--- src/hdl/asstd_pkg.sv ---
// Constants and codes of the ADC scan sequencer with touch detection.
package asstd_pkg;

  localparam int MAX_SLOTS = 8;
  localparam int SLOT_W    = 3;
  localparam int SAMPLE_W  = 12;
  localparam int CODE_W    = 8;
  localparam int COUNT_W   = 8;
  localparam int LEN_W     = 4;
  localparam int THR_W     = 16;
  localparam int CFG_IDX_W = 2;
  localparam int CFG_DAT_W = 16;

  localparam logic [1:0] ACT_WRITE  = 2'd0;
  localparam logic [1:0] ACT_START  = 2'd1;
  localparam logic [1:0] ACT_CONV   = 2'd2;
  localparam logic [1:0] ACT_REWIND = 2'd3;

  localparam logic [CFG_IDX_W-1:0] CFG_LENGTH    = 2'd0;
  localparam logic [CFG_IDX_W-1:0] CFG_THRESHOLD = 2'd1;
  localparam logic [CFG_IDX_W-1:0] CFG_MODE      = 2'd2;

endpackage

--- src/hdl/adc_scan_sequencer_touch_detect.sv ---
// ADC scan sequencer: slot tables in synchronous RAM, touch compare, result register.
//
//   channel | handshake              | payload
//   in_     | in_valid / in_ready    | action, slot_index, channel_code, baseline,
//           |                        | sample_count, sample
//   out_    | out_valid / out_ready  | done_slot, raw_value, touched, sample_valid,
//           |                        | pass_done, start_next, next_channel
//   cfg_    | cfg_we                 | cfg_index, cfg_wdata
//
// One item per cycle while in_ready is high. A result is held first in the read stage,
// with the table RAM read, then in the output register. Position and pending count are
// flops updated on accept, so the next item sees them at once. rst_n is synchronous and
// clears control state; the tables are undefined until written. in_ready drops only
// when both the read stage and the output register hold results and out_ready is low.
module adc_scan_sequencer_touch_detect (
  input  logic                           clk,
  input  logic                           rst_n,
  input  logic                           in_valid,
  output logic                           in_ready,
  input  logic [1:0]                     in_action,
  input  logic [asstd_pkg::SLOT_W-1:0]   in_slot_index,
  input  logic [asstd_pkg::CODE_W-1:0]   in_channel_code,
  input  logic [asstd_pkg::SAMPLE_W-1:0] in_baseline,
  input  logic [asstd_pkg::COUNT_W-1:0]  in_sample_count,
  input  logic [asstd_pkg::SAMPLE_W-1:0] in_sample,
  output logic                           out_valid,
  input  logic                           out_ready,
  output logic [asstd_pkg::SLOT_W-1:0]   out_done_slot,
  output logic [asstd_pkg::SAMPLE_W-1:0] out_raw_value,
  output logic                           out_touched,
  output logic                           out_sample_valid,
  output logic                           out_pass_done,
  output logic                           out_start_next,
  output logic [asstd_pkg::CODE_W-1:0]   out_next_channel,
  input  logic                           cfg_we,
  input  logic [asstd_pkg::CFG_IDX_W-1:0] cfg_index,
  input  logic [asstd_pkg::CFG_DAT_W-1:0] cfg_wdata
);

  localparam int SW = asstd_pkg::SLOT_W;
  localparam int DW = asstd_pkg::SAMPLE_W;
  localparam int CW = asstd_pkg::CODE_W;
  localparam int NW = asstd_pkg::COUNT_W;
  localparam int LW = asstd_pkg::LEN_W;
  localparam int TW = asstd_pkg::THR_W;

  logic [CW-1:0] sched_mem [asstd_pkg::MAX_SLOTS];
  logic [DW-1:0] base_mem  [asstd_pkg::MAX_SLOTS];

  logic [LW-1:0] len_r;
  logic [TW-1:0] thr_r;
  logic          mode_r;

  logic [SW-1:0] pos_r, pos_nxt;
  logic [NW-1:0] pend_r, pend_nxt;

  logic          s1_v_r, s1_v_nxt;
  logic [SW-1:0] s1_slot_r;
  logic [DW-1:0] s1_raw_r;
  logic          s1_tch_en_r;
  logic          s1_sv_r;
  logic          s1_wrap_r;
  logic          s1_sn_r;
  logic [CW-1:0] sched_rd_r;
  logic [DW-1:0] base_rd_r;

  logic          out_v_r, out_v_nxt;
  logic [SW-1:0] out_slot_r;
  logic [DW-1:0] out_raw_r;
  logic          out_tch_r;
  logic          out_sv_r;
  logic          out_wrap_r;
  logic          out_sn_r;
  logic [CW-1:0] out_code_r;

  logic          accept;
  logic          s1_move;
  logic          mem_we;
  logic          has_res;
  logic [SW-1:0] sched_addr;
  logic [LW-1:0] eff_len;
  logic [LW-1:0] pos_inc;
  logic          wrap;
  logic [SW-1:0] pos_adv;
  logic [NW-1:0] pend_dec;
  logic [SW-1:0] res_slot;
  logic [DW-1:0] res_raw;
  logic          res_tch_en;
  logic          res_sv;
  logic          res_wrap;
  logic          res_sn;

  logic signed [DW:0]   diff;
  logic signed [TW:0]   diff_x;
  logic signed [TW:0]   thr_x;
  logic                 touch_hit;

  assign s1_move  = s1_v_r && (!out_v_r || out_ready);
  assign in_ready = !s1_v_r || s1_move;
  assign accept   = in_valid && in_ready;

  always_comb begin
    eff_len = len_r;
    if (len_r == '0) begin
      eff_len = LW'(1);
    end else if (len_r > LW'(asstd_pkg::MAX_SLOTS)) begin
      eff_len = LW'(asstd_pkg::MAX_SLOTS);
    end
    pos_inc  = {{(LW-SW){1'b0}}, pos_r} + LW'(1);
    wrap     = (pos_inc >= eff_len);
    pos_adv  = wrap ? '0 : pos_inc[SW-1:0];
    pend_dec = pend_r - NW'(1);
  end

  always_comb begin
    pos_nxt    = pos_r;
    pend_nxt   = pend_r;
    mem_we     = 1'b0;
    has_res    = 1'b0;
    sched_addr = pos_r;
    res_slot   = '0;
    res_raw    = '0;
    res_tch_en = 1'b0;
    res_sv     = 1'b0;
    res_wrap   = 1'b0;
    res_sn     = 1'b0;
    unique case (in_action)
      asstd_pkg::ACT_WRITE: begin
        mem_we = 1'b1;
      end
      asstd_pkg::ACT_START: begin
        pend_nxt = in_sample_count;
        has_res  = 1'b1;
        res_sn   = (in_sample_count != '0);
      end
      asstd_pkg::ACT_CONV: begin
        if (pend_r != '0) begin
          has_res    = 1'b1;
          res_sv     = 1'b1;
          res_slot   = pos_r;
          res_raw    = in_sample;
          res_tch_en = mode_r;
          res_wrap   = wrap;
          pos_nxt    = pos_adv;
          pend_nxt   = pend_dec;
          res_sn     = (pend_dec != '0);
          sched_addr = pos_adv;
        end
      end
      asstd_pkg::ACT_REWIND: begin
        pos_nxt = '0;
      end
      default: begin
        pos_nxt = pos_r;
      end
    endcase
  end

  always_ff @(posedge clk) begin
    if (accept && mem_we) begin
      sched_mem[in_slot_index] <= in_channel_code;
      base_mem[in_slot_index]  <= in_baseline;
    end
  end

  always_ff @(posedge clk) begin
    if (accept && has_res) begin
      sched_rd_r <= sched_mem[sched_addr];
      base_rd_r  <= base_mem[pos_r];
    end
  end

  always_ff @(posedge clk) begin
    if (!rst_n) begin
      len_r  <= LW'(1);
      thr_r  <= '0;
      mode_r <= 1'b0;
    end else if (cfg_we) begin
      unique case (cfg_index)
        asstd_pkg::CFG_LENGTH:    len_r  <= cfg_wdata[LW-1:0];
        asstd_pkg::CFG_THRESHOLD: thr_r  <= cfg_wdata[TW-1:0];
        asstd_pkg::CFG_MODE:      mode_r <= cfg_wdata[0];
        default: begin
          mode_r <= mode_r;
        end
      endcase
    end
  end

  always_ff @(posedge clk) begin
    if (!rst_n) begin
      pos_r  <= '0;
      pend_r <= '0;
    end else if (accept) begin
      pos_r  <= pos_nxt;
      pend_r <= pend_nxt;
    end
  end

  always_comb begin
    s1_v_nxt = s1_v_r;
    if (accept && has_res) begin
      s1_v_nxt = 1'b1;
    end else if (s1_move) begin
      s1_v_nxt = 1'b0;
    end
    out_v_nxt = out_v_r;
    if (s1_move) begin
      out_v_nxt = 1'b1;
    end else if (out_ready) begin
      out_v_nxt = 1'b0;
    end
  end

  always_ff @(posedge clk) begin
    if (!rst_n) begin
      s1_v_r  <= 1'b0;
      out_v_r <= 1'b0;
    end else begin
      s1_v_r  <= s1_v_nxt;
      out_v_r <= out_v_nxt;
    end
  end

  always_ff @(posedge clk) begin
    if (accept && has_res) begin
      s1_slot_r   <= res_slot;
      s1_raw_r    <= res_raw;
      s1_tch_en_r <= res_tch_en;
      s1_sv_r     <= res_sv;
      s1_wrap_r   <= res_wrap;
      s1_sn_r     <= res_sn;
    end
  end

  always_comb begin
    diff      = $signed({1'b0, base_rd_r}) - $signed({1'b0, s1_raw_r});
    diff_x    = $signed({{(TW-DW){diff[DW]}}, diff});
    thr_x     = $signed({thr_r[TW-1], thr_r});
    touch_hit = s1_tch_en_r && (diff_x > thr_x);
  end

  always_ff @(posedge clk) begin
    if (s1_move) begin
      out_slot_r <= s1_slot_r;
      out_raw_r  <= s1_raw_r;
      out_tch_r  <= touch_hit;
      out_sv_r   <= s1_sv_r;
      out_wrap_r <= s1_wrap_r;
      out_sn_r   <= s1_sn_r;
      out_code_r <= sched_rd_r;
    end
  end

  assign out_valid        = out_v_r;
  assign out_done_slot    = out_slot_r;
  assign out_raw_value    = out_raw_r;
  assign out_touched      = out_tch_r;
  assign out_sample_valid = out_sv_r;
  assign out_pass_done    = out_wrap_r;
  assign out_start_next   = out_sn_r;
  assign out_next_channel = out_code_r;

endmodule

--- config.mk ---
export PLATFORM = sky130hd
export DESIGN_NAME = adc_scan_sequencer_touch_detect
export DESIGN_NICKNAME = d
export VERILOG_FILES = /design/src/hdl/asstd_pkg.sv /design/src/hdl/adc_scan_sequencer_touch_detect.sv
export SDC_FILE = /design/constraint.sdc
export NUM_CORES = 1
export LEC_CHECK = 0
export ABC_AREA = 0
export ABC_CLOCK_PERIOD_IN_PS = 3700
export BUFFER_PORTS_ARGS = -buffer_cell sky130_fd_sc_hd__buf_2
export CORE_UTILIZATION = 30
export DETAILED_ROUTE_END_ITERATION = 8
export GPL_TIMING_DRIVEN = 0
export PLACE_DENSITY = 0.53
export SYNTH_ARGS = -nofsm -noshare
export SYNTH_HDL_FRONTEND = slang
export SYNTH_SLANG_ARGS = --single-unit
--- constraint.sdc ---
create_clock -name clk -period 3.7 [get_ports clk]
set_input_delay 0.925 -clock clk [delete_from_list [all_inputs] [get_ports clk]]
set_output_delay 0.925 -clock clk [all_outputs]
set_load 0.05 [all_outputs]
==> flow_summary.json <==
{
  "critPathMaxFanout": 10,
  "synth-seq-cells": 260,
  "first_iter_violations": 449,
  "netlist_area_um2": 11400,
  "grt_pass1_vias": 6914,
  "final_area_um2": 13800,
  "io_pins": 97,
  "finalSetupViolations": 0,
  "hold_violations": 0,
  "cts_buffers": 28,
  "hold-worst-slack_ps": 418,
  "rsz0062_at_grt": "false",
  "place_inst": 1418,
  "max_slew_margin_pct": 32.3,
  "clock_skew_ps": 14.3,
  "synth.avg_cell_area_um2": 14.2,
  "place.gp.congestion": 0.785,
  "leakage_uw": 0.00475,
  "ant_nets": 0,
  "wl_per_cell_um": 18.0,
  "min_period_ps": 3550,
  "worstSkewPairLatency_ps": 550,
  "crit_type": "reg2reg",
  "dpl_cell_area_um2": 12800,
  "ys_seq_area_share_pct": 65.6,
  "max_freq_mhz": 282,
  "fin_crit_sh_pct": 95.9,
  "drc": 0,
  "fin_setup_tns_ps": 0,
  "synthCells": 800,
  "num_vias": 6906,
  "hold_path.class": "reg2reg",
  "async_flop_share_pct": 0,
  "gr-max-usage-layer": "met2",
  "clkSlewWorstSetupHoldPaths_ps": 60,
  "ys.warnings.count": 0,
  "dieArea_um2": 38700,
  "final_cell_mix": "edfxtp_1 (226), buf_2 (100), nand2_1 (80), a21boi_0 (43), inv_1 (42)",
  "drive_above_1_share_pct": 24.0,
  "synth_edf_count": 226,
  "status": "finished, final reports clean",
  "startpoint": "pos_r[1]",
  "reg2reg_slack_ps": 150,
  "final_nets": 1049,
  "drv_slew": 0,
  "gr-usage-met3_pct": 2.70,
  "die_w_um": 197,
  "drt_first_pass_iters": 5,
  "r2r_end": "sched_rd_r[0]",
  "hp-start": "sched_rd_r[3]",
  "synth-main-ff-cell": "edfxtp_1",
  "h-tree-depth": 1,
  "critPathLaunchType": "flop",
  "r2r_cells": 9,
  "clkSinkCount": 260,
  "port_buffers": 96,
  "grt_pass1_wl_um": 40600,
  "powerDensity_nw_per_um2": 465,
  "track_usage_pct": 13.8,
  "antenna_found_initial": 3,
  "timing.rr.start": "pos_r[1]",
  "cap_violations": 0,
  "drt_wl_total_um": 26600,
  "overflow": 0,
  "tightest_slew_ps": 1010,
  "endpoint": "sched_rd_r[0]",
  "grt_max_degree": 35,
  "critPathCaptureType": "flop",
  "via_per_inst": 4.68,
  "ir_worst_vdd_v": 0.000243,
  "power_uw": 6400,
  "fillers": 3648,
  "syn_to_final_growth_pct": 20.8,
  "crit_arrival_ps": 3880,
  "cts_max_path_buffers": 3,
  "postCtsHoldBufs": 0,
  "synth_cell_type_count": 69,
  "clockRootBuffer": "clkbuf_16",
  "core_area_um2": 37500,
  "final_common_cell": "edfxtp_1",
  "die_h_um": 197,
  "start_util_pct": 30.4,
  "instances_no_fill": 1476,
  "syn_nets": 908,
  "hpwl_um": 19100,
  "tritoncts": "yes",
  "grt_util_met1_pct": 17.9,
  "crit_required_ps": 4030,
  "core.rowCount": 71,
  "grtUsageMet2_pct": 23.2
}
[synth_stat cells (10+ instances only)]
master	number	area, µm²
a21oi_1	21	105
clkbuf_1	21	78.8
mux2i_1	17	170
ha_1	39	488
and2_1	20	125
nor3_1	10	50.1
edfxtp_1	226	6790
o22ai_1	18	113
dfxtp_1	34	681
and3_1	27	169
xnor2_1	11	96.3
inv_1	42	158
nor2_1	24	90.1
nand2_1	80	300
o21ai_0	14	70.1
mux4_2	24	541
a21boi_0	43	323
nor2b_1	19	119
[repair_timing]
item,in CTS,in global routing
gates cloned,0,0
setup endpoints to repair,9,9
pin swaps,0,3
setup buffers,0,4
gates resized for setup,8,11
[metrics by stage]
stage | setup WS (ps) | utilization (%)
floorplan | 417 | -
global placement | -1400 | 33.4
detailed placement | -338 | 34.1
CTS | 23.8 | 36.5
global route | 14.5 | 36.7
finish | 153 | 36.7
[worst max-delay path, cell delays in order, from the launching register on]
cell and delay, ps:
dfxtp_1 380, clkbuf_2 340, clkbuf_2 370, and3_1 210
ha_1 220, a21oi_1 400, o21ai_2 210, o31ai_2 840
o22ai_1 170, o2111ai_1 180
[area by class of cell]
cell class	instances	area, µm²	area share (%)
Sequential cell	260	7470	54.3
Multi-Input combinational cell	465	3720	27.0
Clock buffer	38	768	5.58
Timing Repair Buffer	111	736	5.35
Tap cell	511	639	4.65
Inverter	43	164	1.19
Buffer	32	155	1.13
Clock inverter	14	108	0.782
Antenna cell	2	5.00	0.0364
[power breakdown]
| part | internal, µW | switching [µW] | leakage [µW] |
|---|---|---|---|
| Combinational | 196 | 280 | 0.00200 |
| Sequential | 3250 | 25.8 | 0.00232 |
| Clock | 1530 | 1130 | 0.000439 |
| Total | 4970 | 1440 | 0.00475 |
[sequential cells by signal, summed over array words and instances, names as in the netlist, 3 cells and up]
register and flops:
sched_mem 64, out_next_channel 8, sched_rd_r 8, base_rd_r 12, pend_r 8, thr_r 16
pos_r 3, out_raw_value 12, s1_slot_r 3, s1_raw_r 12, out_done_slot 3, base_mem 96
len_r 4
[per-layer routing]
layer | wire (µm) | up-vias
li1 | - | 3317
met1 | 11900 | 3367
met2 | 12700 | 170
met3 | 1330 | 50
met4 | 673 | 2
met5 | 17 | -
[cell families (layout without fill, tap and decap cells)]
logic type	after synthesis	in the layout	share of synthesized area (%)
AOI/OAI and AO/OA	153	153	10.0
DFF	260	260	65.6
other	0	2	0
buffers and inverters	75	238	2.74
adders and majority gates	40	40	4.46
xor gates and xnor gates	13	13	1.00
and+or+nand+nor	218	218	9.96
muxes	41	41	6.24
[worst min path at each step]
stage / to / slack [ps] / depth (start not counted)
2_1_floorplan: out_done_slot[0] / 400 / 0
3_3_place_gp: out_next_channel[3] / 400 / 0
3_5_place_dp: out_start_next / 400 / 0
4_1_cts: out_next_channel[3] / 420 / 0
5_1_grt: out_next_channel[3] / 420 / 0
6_report: out_next_channel[3] / 420 / 0
Power figures use the tool's default switching activity.
